--- config.mk ---
export PLATFORM = sky130hd
export DESIGN_NAME = sliding_window_anagram_match_flat
export DESIGN_NICKNAME = d
export VERILOG_FILES = /design/src/hdl/swam_pkg.sv /design/src/hdl/swam_ifs.sv /design/src/hdl/swam_front.sv /design/src/hdl/swam_queue.sv /design/src/hdl/swam_back.sv /design/src/hdl/sliding_window_anagram_match.sv /design/src/flat_wrapper.sv
export SDC_FILE = /design/constraint.sdc
export NUM_CORES = 2
export LEC_CHECK = 0
export BUFFER_PORTS_ARGS = -buffer_cell sky130_fd_sc_hd__buf_2
export CORE_ASPECT_RATIO = 1.75
export CORE_MARGIN = 8
export CORE_UTILIZATION = 39
export CTS_CLUSTER_DIAMETER = 150
export DETAILED_ROUTE_END_ITERATION = 10
export GPL_TIMING_DRIVEN = 0
export MAX_ROUTING_LAYER = met4
export PLACE_DENSITY = 0.56
export SLEW_MARGIN = 20
export SYNTH_ARGS = -nofsm -noshare
export SYNTH_HDL_FRONTEND = slang
export SYNTH_SLANG_ARGS = --single-unit
--- constraint.sdc ---
create_clock -name clk -period 15.45 [get_ports clk]
set_input_delay 0 -clock clk [delete_from_list [all_inputs] [get_ports clk]]
set_output_delay 0 -clock clk [all_outputs]
set_load 0.03 [all_outputs]
--- src/hdl/swam_pkg.sv ---
// Shared types, codes and helpers for the sliding window anagram matcher.
`default_nettype none
package swam_pkg;

  localparam int MAX_PATTERN_DEFAULT = 64;
  localparam int LETTERS   = 26;
  localparam int LETTER_W  = 5;
  localparam int SYM_W     = 8;
  localparam int ACTION_W  = 2;

  localparam logic [ACTION_W-1:0] ACT_CLEAR   = 2'd0;
  localparam logic [ACTION_W-1:0] ACT_PATTERN = 2'd1;
  localparam logic [ACTION_W-1:0] ACT_TEXT    = 2'd2;

  localparam logic [SYM_W-1:0] CHAR_A = 8'h61;
  localparam logic [SYM_W-1:0] CHAR_Z = 8'h7a;

  localparam int QUEUE_DEPTH = 2;
  localparam int QUEUE_IDX_W = (QUEUE_DEPTH > 1) ? $clog2(QUEUE_DEPTH) : 1;
  localparam int QUEUE_CNT_W = $clog2(QUEUE_DEPTH + 1);

  // classified item passed from front to back
  typedef struct packed {
    logic [ACTION_W-1:0] op;
    logic [SYM_W-1:0]    symbol;
    logic                is_letter;
    logic [LETTER_W-1:0] letter;
  } swam_op_t;

  function automatic logic is_lower(input logic [SYM_W-1:0] s);
    return (s >= CHAR_A) && (s <= CHAR_Z);
  endfunction

  function automatic logic [LETTER_W-1:0] letter_idx(input logic [SYM_W-1:0] s);
    logic [SYM_W-1:0] d;
    d = s - CHAR_A;
    return d[LETTER_W-1:0];
  endfunction

endpackage
`default_nettype wire

--- src/hdl/swam_ifs.sv ---
// Valid/ready channel interfaces for input items and result items.
`default_nettype none
interface swam_in_if;
  logic                          valid;
  logic                          ready;
  logic [swam_pkg::ACTION_W-1:0] action;
  logic [swam_pkg::SYM_W-1:0]    symbol;
  modport source (output valid, output action, output symbol, input ready);
  modport sink   (input valid, input action, input symbol, output ready);
endinterface

interface swam_out_if;
  logic valid;
  logic ready;
  logic match;
  logic found;
  modport source (output valid, output match, output found, input ready);
  modport sink   (input valid, input match, input found, output ready);
endinterface
`default_nettype wire

--- src/hdl/swam_front.sv ---
// Front end: accepts input items, decodes the letter and drops unused action codes.
`default_nettype none
module swam_front (
  swam_in_if.sink           item_in,
  output logic              push_valid,
  input  logic              push_ready,
  output swam_pkg::swam_op_t push_data
);

  logic known_action;

  assign known_action = (item_in.action == swam_pkg::ACT_CLEAR) ||
                        (item_in.action == swam_pkg::ACT_PATTERN) ||
                        (item_in.action == swam_pkg::ACT_TEXT);

  // unused codes are taken and dropped here
  assign item_in.ready = push_ready;
  assign push_valid    = item_in.valid && known_action;

  always_comb begin
    push_data.op        = item_in.action;
    push_data.symbol    = item_in.symbol;
    push_data.is_letter = swam_pkg::is_lower(item_in.symbol);
    push_data.letter    = swam_pkg::letter_idx(item_in.symbol);
  end

endmodule
`default_nettype wire

--- src/hdl/swam_queue.sv ---
// Short FIFO between the front end and the back end.
`default_nettype none
module swam_queue (
  input  logic                                clk,
  input  logic                                rst,
  input  logic                                push_valid,
  output logic                                push_ready,
  input  swam_pkg::swam_op_t                  push_data,
  output logic                                pop_valid,
  input  logic                                pop_ready,
  output swam_pkg::swam_op_t                  pop_data,
  output logic [swam_pkg::QUEUE_CNT_W-1:0]    count
);

  localparam logic [swam_pkg::QUEUE_IDX_W-1:0] LAST_IDX =
    swam_pkg::QUEUE_IDX_W'(swam_pkg::QUEUE_DEPTH - 1);

  swam_pkg::swam_op_t                  entries [swam_pkg::QUEUE_DEPTH];
  logic [swam_pkg::QUEUE_IDX_W-1:0]    wr_ptr;
  logic [swam_pkg::QUEUE_IDX_W-1:0]    rd_ptr;
  logic                                push;
  logic                                pop;

  assign push_ready = (count != swam_pkg::QUEUE_CNT_W'(swam_pkg::QUEUE_DEPTH));
  assign pop_valid  = (count != '0);
  assign pop_data   = entries[rd_ptr];
  assign push       = push_valid && push_ready;
  assign pop        = pop_valid && pop_ready;

  always_ff @(posedge clk) begin
    if (push) begin
      entries[wr_ptr] <= push_data;
    end
  end

  always_ff @(posedge clk) begin
    if (rst) begin
      wr_ptr <= '0;
      rd_ptr <= '0;
      count  <= '0;
    end else begin
      if (push) begin
        wr_ptr <= (wr_ptr == LAST_IDX) ? '0 : wr_ptr + 1'b1;
      end
      if (pop) begin
        rd_ptr <= (rd_ptr == LAST_IDX) ? '0 : rd_ptr + 1'b1;
      end
      case ({push, pop})
        2'b10:   count <= count + 1'b1;
        2'b01:   count <= count - 1'b1;
        default: count <= count;
      endcase
    end
  end

endmodule
`default_nettype wire

--- src/hdl/swam_back.sv ---
// Back end: histograms, window history memory, compare and result register.
`default_nettype none
module swam_back #(
  parameter int MAX_PATTERN = swam_pkg::MAX_PATTERN_DEFAULT
) (
  input  logic               clk,
  input  logic               rst,
  input  logic               q_valid,
  output logic               q_ready,
  input  swam_pkg::swam_op_t q_data,
  swam_out_if.source         result_out
);

  localparam int CW = $clog2(MAX_PATTERN + 1);
  localparam int PW = (MAX_PATTERN > 1) ? $clog2(MAX_PATTERN) : 1;

  logic [CW-1:0] pattern_counts [swam_pkg::LETTERS];
  logic [CW-1:0] window_counts  [swam_pkg::LETTERS];
  logic [CW-1:0] window_counts_next [swam_pkg::LETTERS];
  logic [swam_pkg::SYM_W-1:0] window_history [MAX_PATTERN];

  logic [PW-1:0] history_pointer;
  logic [PW-1:0] ptr_inc;
  logic [PW-1:0] rd_addr;
  logic [CW-1:0] pattern_length;
  logic [CW-1:0] text_seen;
  logic [CW-1:0] text_seen_next;
  logic          found_flag;
  logic          text_started;
  logic [swam_pkg::SYM_W-1:0] old_sym;

  logic slot_free;
  logic fire;
  logic do_clear;
  logic do_pattern;
  logic do_text;
  logic advance;
  logic window_full;
  logic evict;
  logic old_is_letter;
  logic [swam_pkg::LETTER_W-1:0] old_letter;
  logic all_equal;
  logic match_next;

  assign slot_free = !result_out.valid || result_out.ready;
  // only text items produce results, so only they wait on the output slot
  assign q_ready   = (q_data.op != swam_pkg::ACT_TEXT) || slot_free;
  assign fire      = q_valid && q_ready;

  assign do_clear   = fire && (q_data.op == swam_pkg::ACT_CLEAR);
  assign do_pattern = fire && (q_data.op == swam_pkg::ACT_PATTERN) && !text_started &&
                      (pattern_length < CW'(MAX_PATTERN));
  assign do_text    = fire && (q_data.op == swam_pkg::ACT_TEXT);

  assign advance     = do_text && (pattern_length != '0);
  assign window_full = (text_seen == pattern_length);
  assign evict       = advance && window_full;

  assign old_is_letter = swam_pkg::is_lower(old_sym);
  assign old_letter    = swam_pkg::letter_idx(old_sym);

  assign text_seen_next = (advance && !window_full) ? text_seen + 1'b1 : text_seen;

  always_comb begin
    for (int i = 0; i < swam_pkg::LETTERS; i++) begin
      window_counts_next[i] = window_counts[i]
        + CW'(advance && q_data.is_letter && (q_data.letter == swam_pkg::LETTER_W'(i)))
        - CW'(evict && old_is_letter && (old_letter == swam_pkg::LETTER_W'(i)) &&
              (window_counts[i] != '0));
    end
  end

  always_comb begin
    all_equal = 1'b1;
    for (int i = 0; i < swam_pkg::LETTERS; i++) begin
      if (pattern_counts[i] != window_counts_next[i]) begin
        all_equal = 1'b0;
      end
    end
  end

  assign match_next = (text_seen_next == pattern_length) && all_equal;

  assign ptr_inc = ((CW'(history_pointer) + 1'b1) == pattern_length) ? '0 :
                   history_pointer + 1'b1;
  assign rd_addr = advance ? ptr_inc : history_pointer;

  // history memory; read data registered, bypassed on a one-entry window
  always_ff @(posedge clk) begin
    if (advance) begin
      window_history[history_pointer] <= q_data.symbol;
    end
    if (advance && (rd_addr == history_pointer)) begin
      old_sym <= q_data.symbol;
    end else begin
      old_sym <= window_history[rd_addr];
    end
  end

  always_ff @(posedge clk) begin
    if (rst || do_clear) begin
      for (int i = 0; i < swam_pkg::LETTERS; i++) begin
        pattern_counts[i] <= '0;
        window_counts[i]  <= '0;
      end
      history_pointer <= '0;
      pattern_length  <= '0;
      text_seen       <= '0;
      found_flag      <= 1'b0;
      text_started    <= 1'b0;
    end else begin
      if (do_pattern) begin
        pattern_length <= pattern_length + 1'b1;
        if (q_data.is_letter) begin
          pattern_counts[q_data.letter] <= pattern_counts[q_data.letter] + 1'b1;
        end
      end
      if (do_text) begin
        text_started <= 1'b1;
        text_seen    <= text_seen_next;
        found_flag   <= found_flag || match_next;
        for (int i = 0; i < swam_pkg::LETTERS; i++) begin
          window_counts[i] <= window_counts_next[i];
        end
      end
      if (advance) begin
        history_pointer <= ptr_inc;
      end
    end
  end

  always_ff @(posedge clk) begin
    if (rst) begin
      result_out.valid <= 1'b0;
    end else if (do_text) begin
      result_out.valid <= 1'b1;
    end else if (result_out.ready) begin
      result_out.valid <= 1'b0;
    end
  end

  always_ff @(posedge clk) begin
    if (do_text) begin
      result_out.match <= match_next;
      result_out.found <= found_flag || match_next;
    end
  end

endmodule
`default_nettype wire

--- src/hdl/sliding_window_anagram_match.sv ---
// Top level of the streaming anagram matcher.
//
//   channel     dir  payload          handshake
//   item_in     in   action, symbol   valid/ready, taken when both high
//   result_out  out  match, found     valid/ready, taken when both high
//
// One item per cycle sustained while results are taken; a text item passes through
// a queue entry, then the result register, before its result is valid.
// The window update and all 26 letter compares are combinational in the back end.
// Reset (rst, synchronous) empties the queue and all histograms; a clear item
// does the same for the back end.
// A stalled result blocks the back end only while a text item is next in the
// queue; items behind it then back up into the queue and the input.
`default_nettype none
module sliding_window_anagram_match #(
  parameter int MAX_PATTERN = swam_pkg::MAX_PATTERN_DEFAULT
) (
  input  wire         clk,
  input  wire         rst,
  swam_in_if.sink     item_in,
  swam_out_if.source  result_out
);

  logic                             push_valid;
  logic                             push_ready;
  swam_pkg::swam_op_t               push_data;
  logic                             pop_valid;
  logic                             pop_ready;
  swam_pkg::swam_op_t               pop_data;
  logic [swam_pkg::QUEUE_CNT_W-1:0] q_count;

  swam_front u_front (
    .item_in    (item_in),
    .push_valid (push_valid),
    .push_ready (push_ready),
    .push_data  (push_data)
  );

  swam_queue u_queue (
    .clk        (clk),
    .rst        (rst),
    .push_valid (push_valid),
    .push_ready (push_ready),
    .push_data  (push_data),
    .pop_valid  (pop_valid),
    .pop_ready  (pop_ready),
    .pop_data   (pop_data),
    .count      (q_count)
  );

  swam_back #(
    .MAX_PATTERN (MAX_PATTERN)
  ) u_back (
    .clk        (clk),
    .rst        (rst),
    .q_valid    (pop_valid),
    .q_ready    (pop_ready),
    .q_data     (pop_data),
    .result_out (result_out)
  );

  // a matching window always sets the sticky flag
  a_match_implies_found: assert property (@(posedge clk) disable iff (rst)
    (result_out.valid && result_out.match) |-> result_out.found)
    else $error("match reported without found");

  a_no_result_after_reset: assert property (@(posedge clk)
    rst |=> !result_out.valid)
    else $error("result valid right after reset");

  a_queue_bound: assert property (@(posedge clk) disable iff (rst)
    q_count <= swam_pkg::QUEUE_CNT_W'(swam_pkg::QUEUE_DEPTH))
    else $error("queue count past depth");

endmodule
`default_nettype wire

--- src/flat_wrapper.sv ---
// flat-port wrapper written by rule: the top's interface ports become plain ports
module sliding_window_anagram_match_flat 
#(
  parameter int MAX_PATTERN = swam_pkg::MAX_PATTERN_DEFAULT
)
  (clk, rst, item_in_valid, item_in_action, item_in_symbol, item_in_ready, result_out_valid, result_out_match, result_out_found, result_out_ready);
  swam_in_if item_in_i ();
  swam_out_if result_out_i ();
  input  wire clk;
  input  wire rst;
  input wire logic [$bits(item_in_i.valid)-1:0] item_in_valid;
  input wire logic [$bits(item_in_i.action)-1:0] item_in_action;
  input wire logic [$bits(item_in_i.symbol)-1:0] item_in_symbol;
  output wire logic [$bits(item_in_i.ready)-1:0] item_in_ready;
  output wire logic [$bits(result_out_i.valid)-1:0] result_out_valid;
  output wire logic [$bits(result_out_i.match)-1:0] result_out_match;
  output wire logic [$bits(result_out_i.found)-1:0] result_out_found;
  input wire logic [$bits(result_out_i.ready)-1:0] result_out_ready;
  assign item_in_i.valid = item_in_valid;
  assign item_in_i.action = item_in_action;
  assign item_in_i.symbol = item_in_symbol;
  assign item_in_ready = item_in_i.ready;
  assign result_out_valid = result_out_i.valid;
  assign result_out_match = result_out_i.match;
  assign result_out_found = result_out_i.found;
  assign result_out_i.ready = result_out_ready;
  sliding_window_anagram_match #(.MAX_PATTERN(MAX_PATTERN)) u_core (.clk(clk), .rst(rst), .item_in(item_in_i), .result_out(result_out_i));
endmodule
* Yosys cells after proc, flatten, opt, wreduce, memory -nomap -nowiden
Memories as Yosys holds them, arrays and structs flattened. A register that Yosys moved wholly into a read port is not among the register bits.
Index checks and enable logic that the tools add are counted.
** Cells by class
- $add $sub $neg :: 63
- Order comparisons :: 5
- Equality and inequality tests :: 87
- Multiplexer cells :: 78
- Bitwise logic cells :: 26
- Reductions and logical operators :: 138
** Operators with widths (number)
- 7-bit 2-to-1 mux :: 28
- 7-bit nonzero test :: 27
- 7-bit by 1-bit adder with 7-bit output :: 26
- 7-bit inequality test :: 26
- 7-bit by 1-bit subtractor with 7-bit output :: 26
- 5-bit == test, second input constant :: 20
- 1-bit logical AND :: 94
- 5-bit by 4-bit == test with 1-bit output, second input constant :: 16
- 1-bit 2-to-1 mux :: 46
- 5-bit by 3-bit == test with 1-bit output, second input constant :: 8
- 1-bit OR :: 26
- 7-bit by 1-bit adder with 7-bit output, second input constant :: 3
- 7-bit == test :: 3
- 5-bit by 2-bit == test with 1-bit output, second input constant :: 4
- 8-bit by 7-bit >= comparator with 1-bit output, second input constant :: 2
- 8-bit by 7-bit <= comparator with 1-bit output, second input constant :: 2
- 6-bit 2-to-1 mux :: 2
- 5-bit by 1-bit == test with 1-bit output, second input constant :: 2
- 5-bit logical NOT :: 2
- 5-bit by 1-bit subtractor with 5-bit output, second input constant :: 2
- 6-bit by 1-bit adder with 7-bit output, second input constant :: 1
- 7-bit less-than comparator, second input constant :: 1
- 7-bit OR reduction :: 1
- 6-bit by 1-bit adder with 6-bit output, second input constant :: 1
- 12 further kinds :: 28
** Storage, ports and cells
- Flip-flop bits (word level) :: 29
- Bits in writable memories :: 908
- Bits of input ports :: 14
- Output and inout bits :: 4
- Logic and storage cells :: 412
- Memories :: 4
** Memories
- u_core.u_back.window_history :: words 64, bits a word 8, rd ports 1, clocked after memory_dff 1, write ports 1, line swam_back.sv:20 : logic [swam_pkg::SYM_W-1:0] window_history [MAX_PATTERN];
- u_core.u_back.pattern_counts :: words 26, bits a word 7, rd ports 27, clocked after memory_dff 0, write ports 26, line swam_back.sv:17 : logic [CW-1:0] pattern_counts [swam_pkg::LETTERS];
- u_core.u_back.window_counts :: words 26, bits a word 7, rd ports 26, clocked after memory_dff 0, write ports 26, line swam_back.sv:18 : logic [CW-1:0] window_counts [swam_pkg::LETTERS];
- u_core.u_queue.entries :: words 2, bits a word 16, rd ports 1, clocked after memory_dff 1, write ports 1, line swam_queue.sv:18 : swam_pkg::swam_op_t entries [swam_pkg::QUEUE_DEPTH];

* Longest topological paths before layout
- Word-level depth :: 40
- Mapped depth :: 27
- Gate-level depth less buffers :: 22

* Modules after synthesis
From an unflattened synthesis, not the netlist that was laid out.
** Unflattened totals
- Cell total of the unflattened synthesis :: 4421
- Area, all modules :: 54427.2 µm²
** By module, submodules not included
- swam_back :: instances 1, cells an instance 4318, area each 52844.4 µm², sequential area each 28207.1 µm²
- swam_queue :: instances 1, cells an instance 74, area each 1373.8 µm², sequential area each 1061.0 µm²
- swam_front :: instances 1, cells an instance 29, area each 209.0 µm², sequential area each 0.0 µm²

* Least setup slack after synthesis
OpenSTA, ideal clock, no wires.
- Path type :: register -> register
- From :: register with a tool-made name
- To :: register u_core.u_back.result_out.found (data pin)
- Library setup time :: 0.147 ns
- Arrival time :: 6.421 ns
- Required time :: 15.303 ns
- Slack :: 8.883 ns
- Cell stages (with the launch flop) :: 27
- Buffers on the path :: 5
- Clock period less this slack :: 6.567 ns
- Cell sequence :: dfxtp_1 -> buf_2 -> buf_2 -> buf_4 -> buf_2 -> buf_2 -> mux4_2 -> mux4_2 -> a22oi_1 -> nand3_1 -> inv_1 -> nor2_1 -> or3_4 -> a311oi_2 -> ha_1 -> inv_1 -> ha_1 -> fa_1 -> xor2_1 -> nor4_1 -> o311ai_1 -> or4_1 -> or4_1 -> or4_1 -> nor4_2 -> nand2_1 -> o21bai_1
** RTL lines
- end signal: assignment :: line swam_back.sv:145 : result_out.found <= found_flag || match_next;
- end: declaration :: line swam_ifs.sv:17 : modport source (output valid, output match, output found, input ready);

==> metrics.cfg <==
[status]
status = finished clean

[sta]
rsz0062_at_grt = no
setup_ws_ps = 4310
fin_hold_ws_ps = 96.5
setup_violations = 0
timing.setup.tns_ps = 0
max_freq_mhz = 89.8
fin_crit_ps = 11140
fin_crit_sh_pct = 72.1
fin_skew_ps = 78.4
slew_headroom_pct = 17.2
slew_violations = 0
worst_pin_slew_ps = 1230
hold_viol = 0

[synthesis]
synth-main-ff-cell = edfxtp_1
seq_area_frac_synth_pct = 56.6
ys_seq_elements = 986
netlist_area_sq_um = 51700
yosys.area.top_type = edfxtp_1
postSynthCellCount = 3987
synth_edf_count = 952
syn_nets = 4270
synth_top_area_share_pct = 55.3
avgSynthCellArea_sq_um = 13.0
synth_warnings = 0
async_flop_share_pct = 0
synth_area_leaders = edfxtp_1 (55%), mux4_2 (7.1%), ha_1 (5.9%)
synth_cell_types = 98

[drt]
vias = 35300
ant_nets = 0
totalWireLength_microns = 223000
vias_per_cell = 5.93
initialDrtViolationCount = 3146
wl_per_cell_microns = 37.5
drc_errors = 0
dr.pass1.iters = 5

[pwr]
leakage_nw = 20.6
p_per_area_nw_per_um2 = 198
p_total_mw = 11.4
ir_drop_v = 0.000119

[clocking]
post_cts_buffers = 0
htreeDepth = 3
hold_buffers = 16
clock_latency_ps = 760
cts_buffers = 95
ctsResizeCount = 0
clk_pin_slew_worst_paths_ps = 70
cts_tree = yes
cts_root_buffer = clkbuf_16
clockBufferDepth = 3
numClockSinks = 986

[critical_path]
crit_family = simple AND/OR/NAND/NOR gates
crit_path_start_kind = flop
crit_cells = 25
crit_buf_inv = 6
cpMostUsedCell = nand2_1
slowest_stage = buf_1
rr_worst_depth = 25
worstPathRequired_ps = 15990
critPathKind = reg -> reg
slowest_delay_ps = 930
path_max_fanout = 11
cp-end-kind = flop
cp.arrival_ps = 11680

[placement]
dpl.hpwl_microns = 177000
pre_cts_ws_ps = 4400
place_area_sq_um = 54400
gp_congestion = 1.09
io_buffers = 16
place_inst = 5725

[finish]
final_common_cell = edfxtp_1
fin_util_pct = 43.7
area_growth_pct = 11.9
finalInstanceArea_sq_um = 57800
layout.cells.non_filler = 5943
finalNetCount = 4424
fill_cells = 12200
drive_gt1_share_pct = 11.9
final_cell_mix = edfxtp_1 (952), nor2_1 (555), inv_1 (289)

[floorplan]
design.core.area_sq_um = 132000
rows = 177
die_x_microns = 291
die_h_microns = 498
design.die.area_sq_um = 145000
initial_core_util_pct = 39.1
top_level_ports = 18

[worst_hold_path]
hold_path_class = in -> reg
holdPathStages = 2

[global_routing]
overflow = 0
antenna_found_initial = 18
grt_start_max_net_pins = 65
grt_pass1_vias = 35700
grt_use_total_pct = 31.2
grt_pass1_wl_microns = 298000

[run]
timing.max_cap.violations = 0

[metal layers]
metal	part of all wire, %	global-route usage (%)	vias to the layer above	wire length, microns
met5	0	-	-	0
met4	14	33.9	0	31200
met3	5.4	5.74	723	11900
met2	51	53.9	1466	114000
met1	30	26.8	17800	66100
li1	-	-	15200	-
[state kept, by name, summed over array words and instances (netlist names), named ones only]
signal,count
u_core.u_back.found_flag,1
u_core.u_back.history_pointer,6
u_core.u_back.pattern_counts,224
u_core.u_back.pattern_length,7
u_core.u_back.result_out.found,1
u_core.u_back.result_out.match,1
u_core.u_back.result_out.valid,1
u_core.u_back.text_seen,7
u_core.u_back.text_started,1
u_core.u_back.window_counts,182
u_core.u_back.window_history,512
u_core.u_queue.count,2
u_core.u_queue.entries,32
u_core.u_queue.rd_ptr,1
u_core.u_queue.wr_ptr,1
[layout make-up]
cell class              count  area (sq um)  share of cell area (%)
diodes                     26          65.1                   0.112
plain buffers             144           727                    1.26
clock buffers             113          2470                    4.26
clock inverters            60           621                    1.07
inverters                 291          1090                    1.89
multi-input cells        2566         20900                    36.1
flip-flops and latches    986         29300                    50.6
well taps                1700          2130                    3.68
repair buffers             57           582                    1.01
[final timing paths]
path | start | to | slack [ps]
setup / recovery | flop | u_core.u_back.result_out.found | 4310
hold / removal | item_in_action[0] | u_core.u_queue.entries[1][14] | 100
hold reg to reg | u_core.u_back.found_flag | u_core.u_back.found_flag | 520
setup reg to reg | flop | u_core.u_back.result_out.found | 4310
[power by group]
part | internal, mW | total (mW) | switching [mW]
clock network | 1.27 | 2.38 | 1.11
logic | 1.57 | 5.41 | 3.84
registers | 3.40 | 3.64 | 0.237
total | 6.25 | 11.4 | 5.18
[cells by family after synthesis]
family          synth area share [%]
compound gates                  6.58
buf+inv                         3.49
simple gates                    12.5
mux                             8.12
flops                           56.6
xor+xnor                        5.77
fa+ha+maj                       6.91
[synthesized netlist by cell type (42+ instances only)]
library cell	instances
and3_1	64
inv_1	289
o21ai_0	58
nor2_1	559
xnor2_1	184
mux4_2	164
edfxtp_1	952
nand2_1	167
clkbuf_1	79
nand3_1	66
a21oi_1	98
xor2_1	107
nor4_1	42
nor3_1	76
ha_1	243
(Power assumes the default switching activity.)
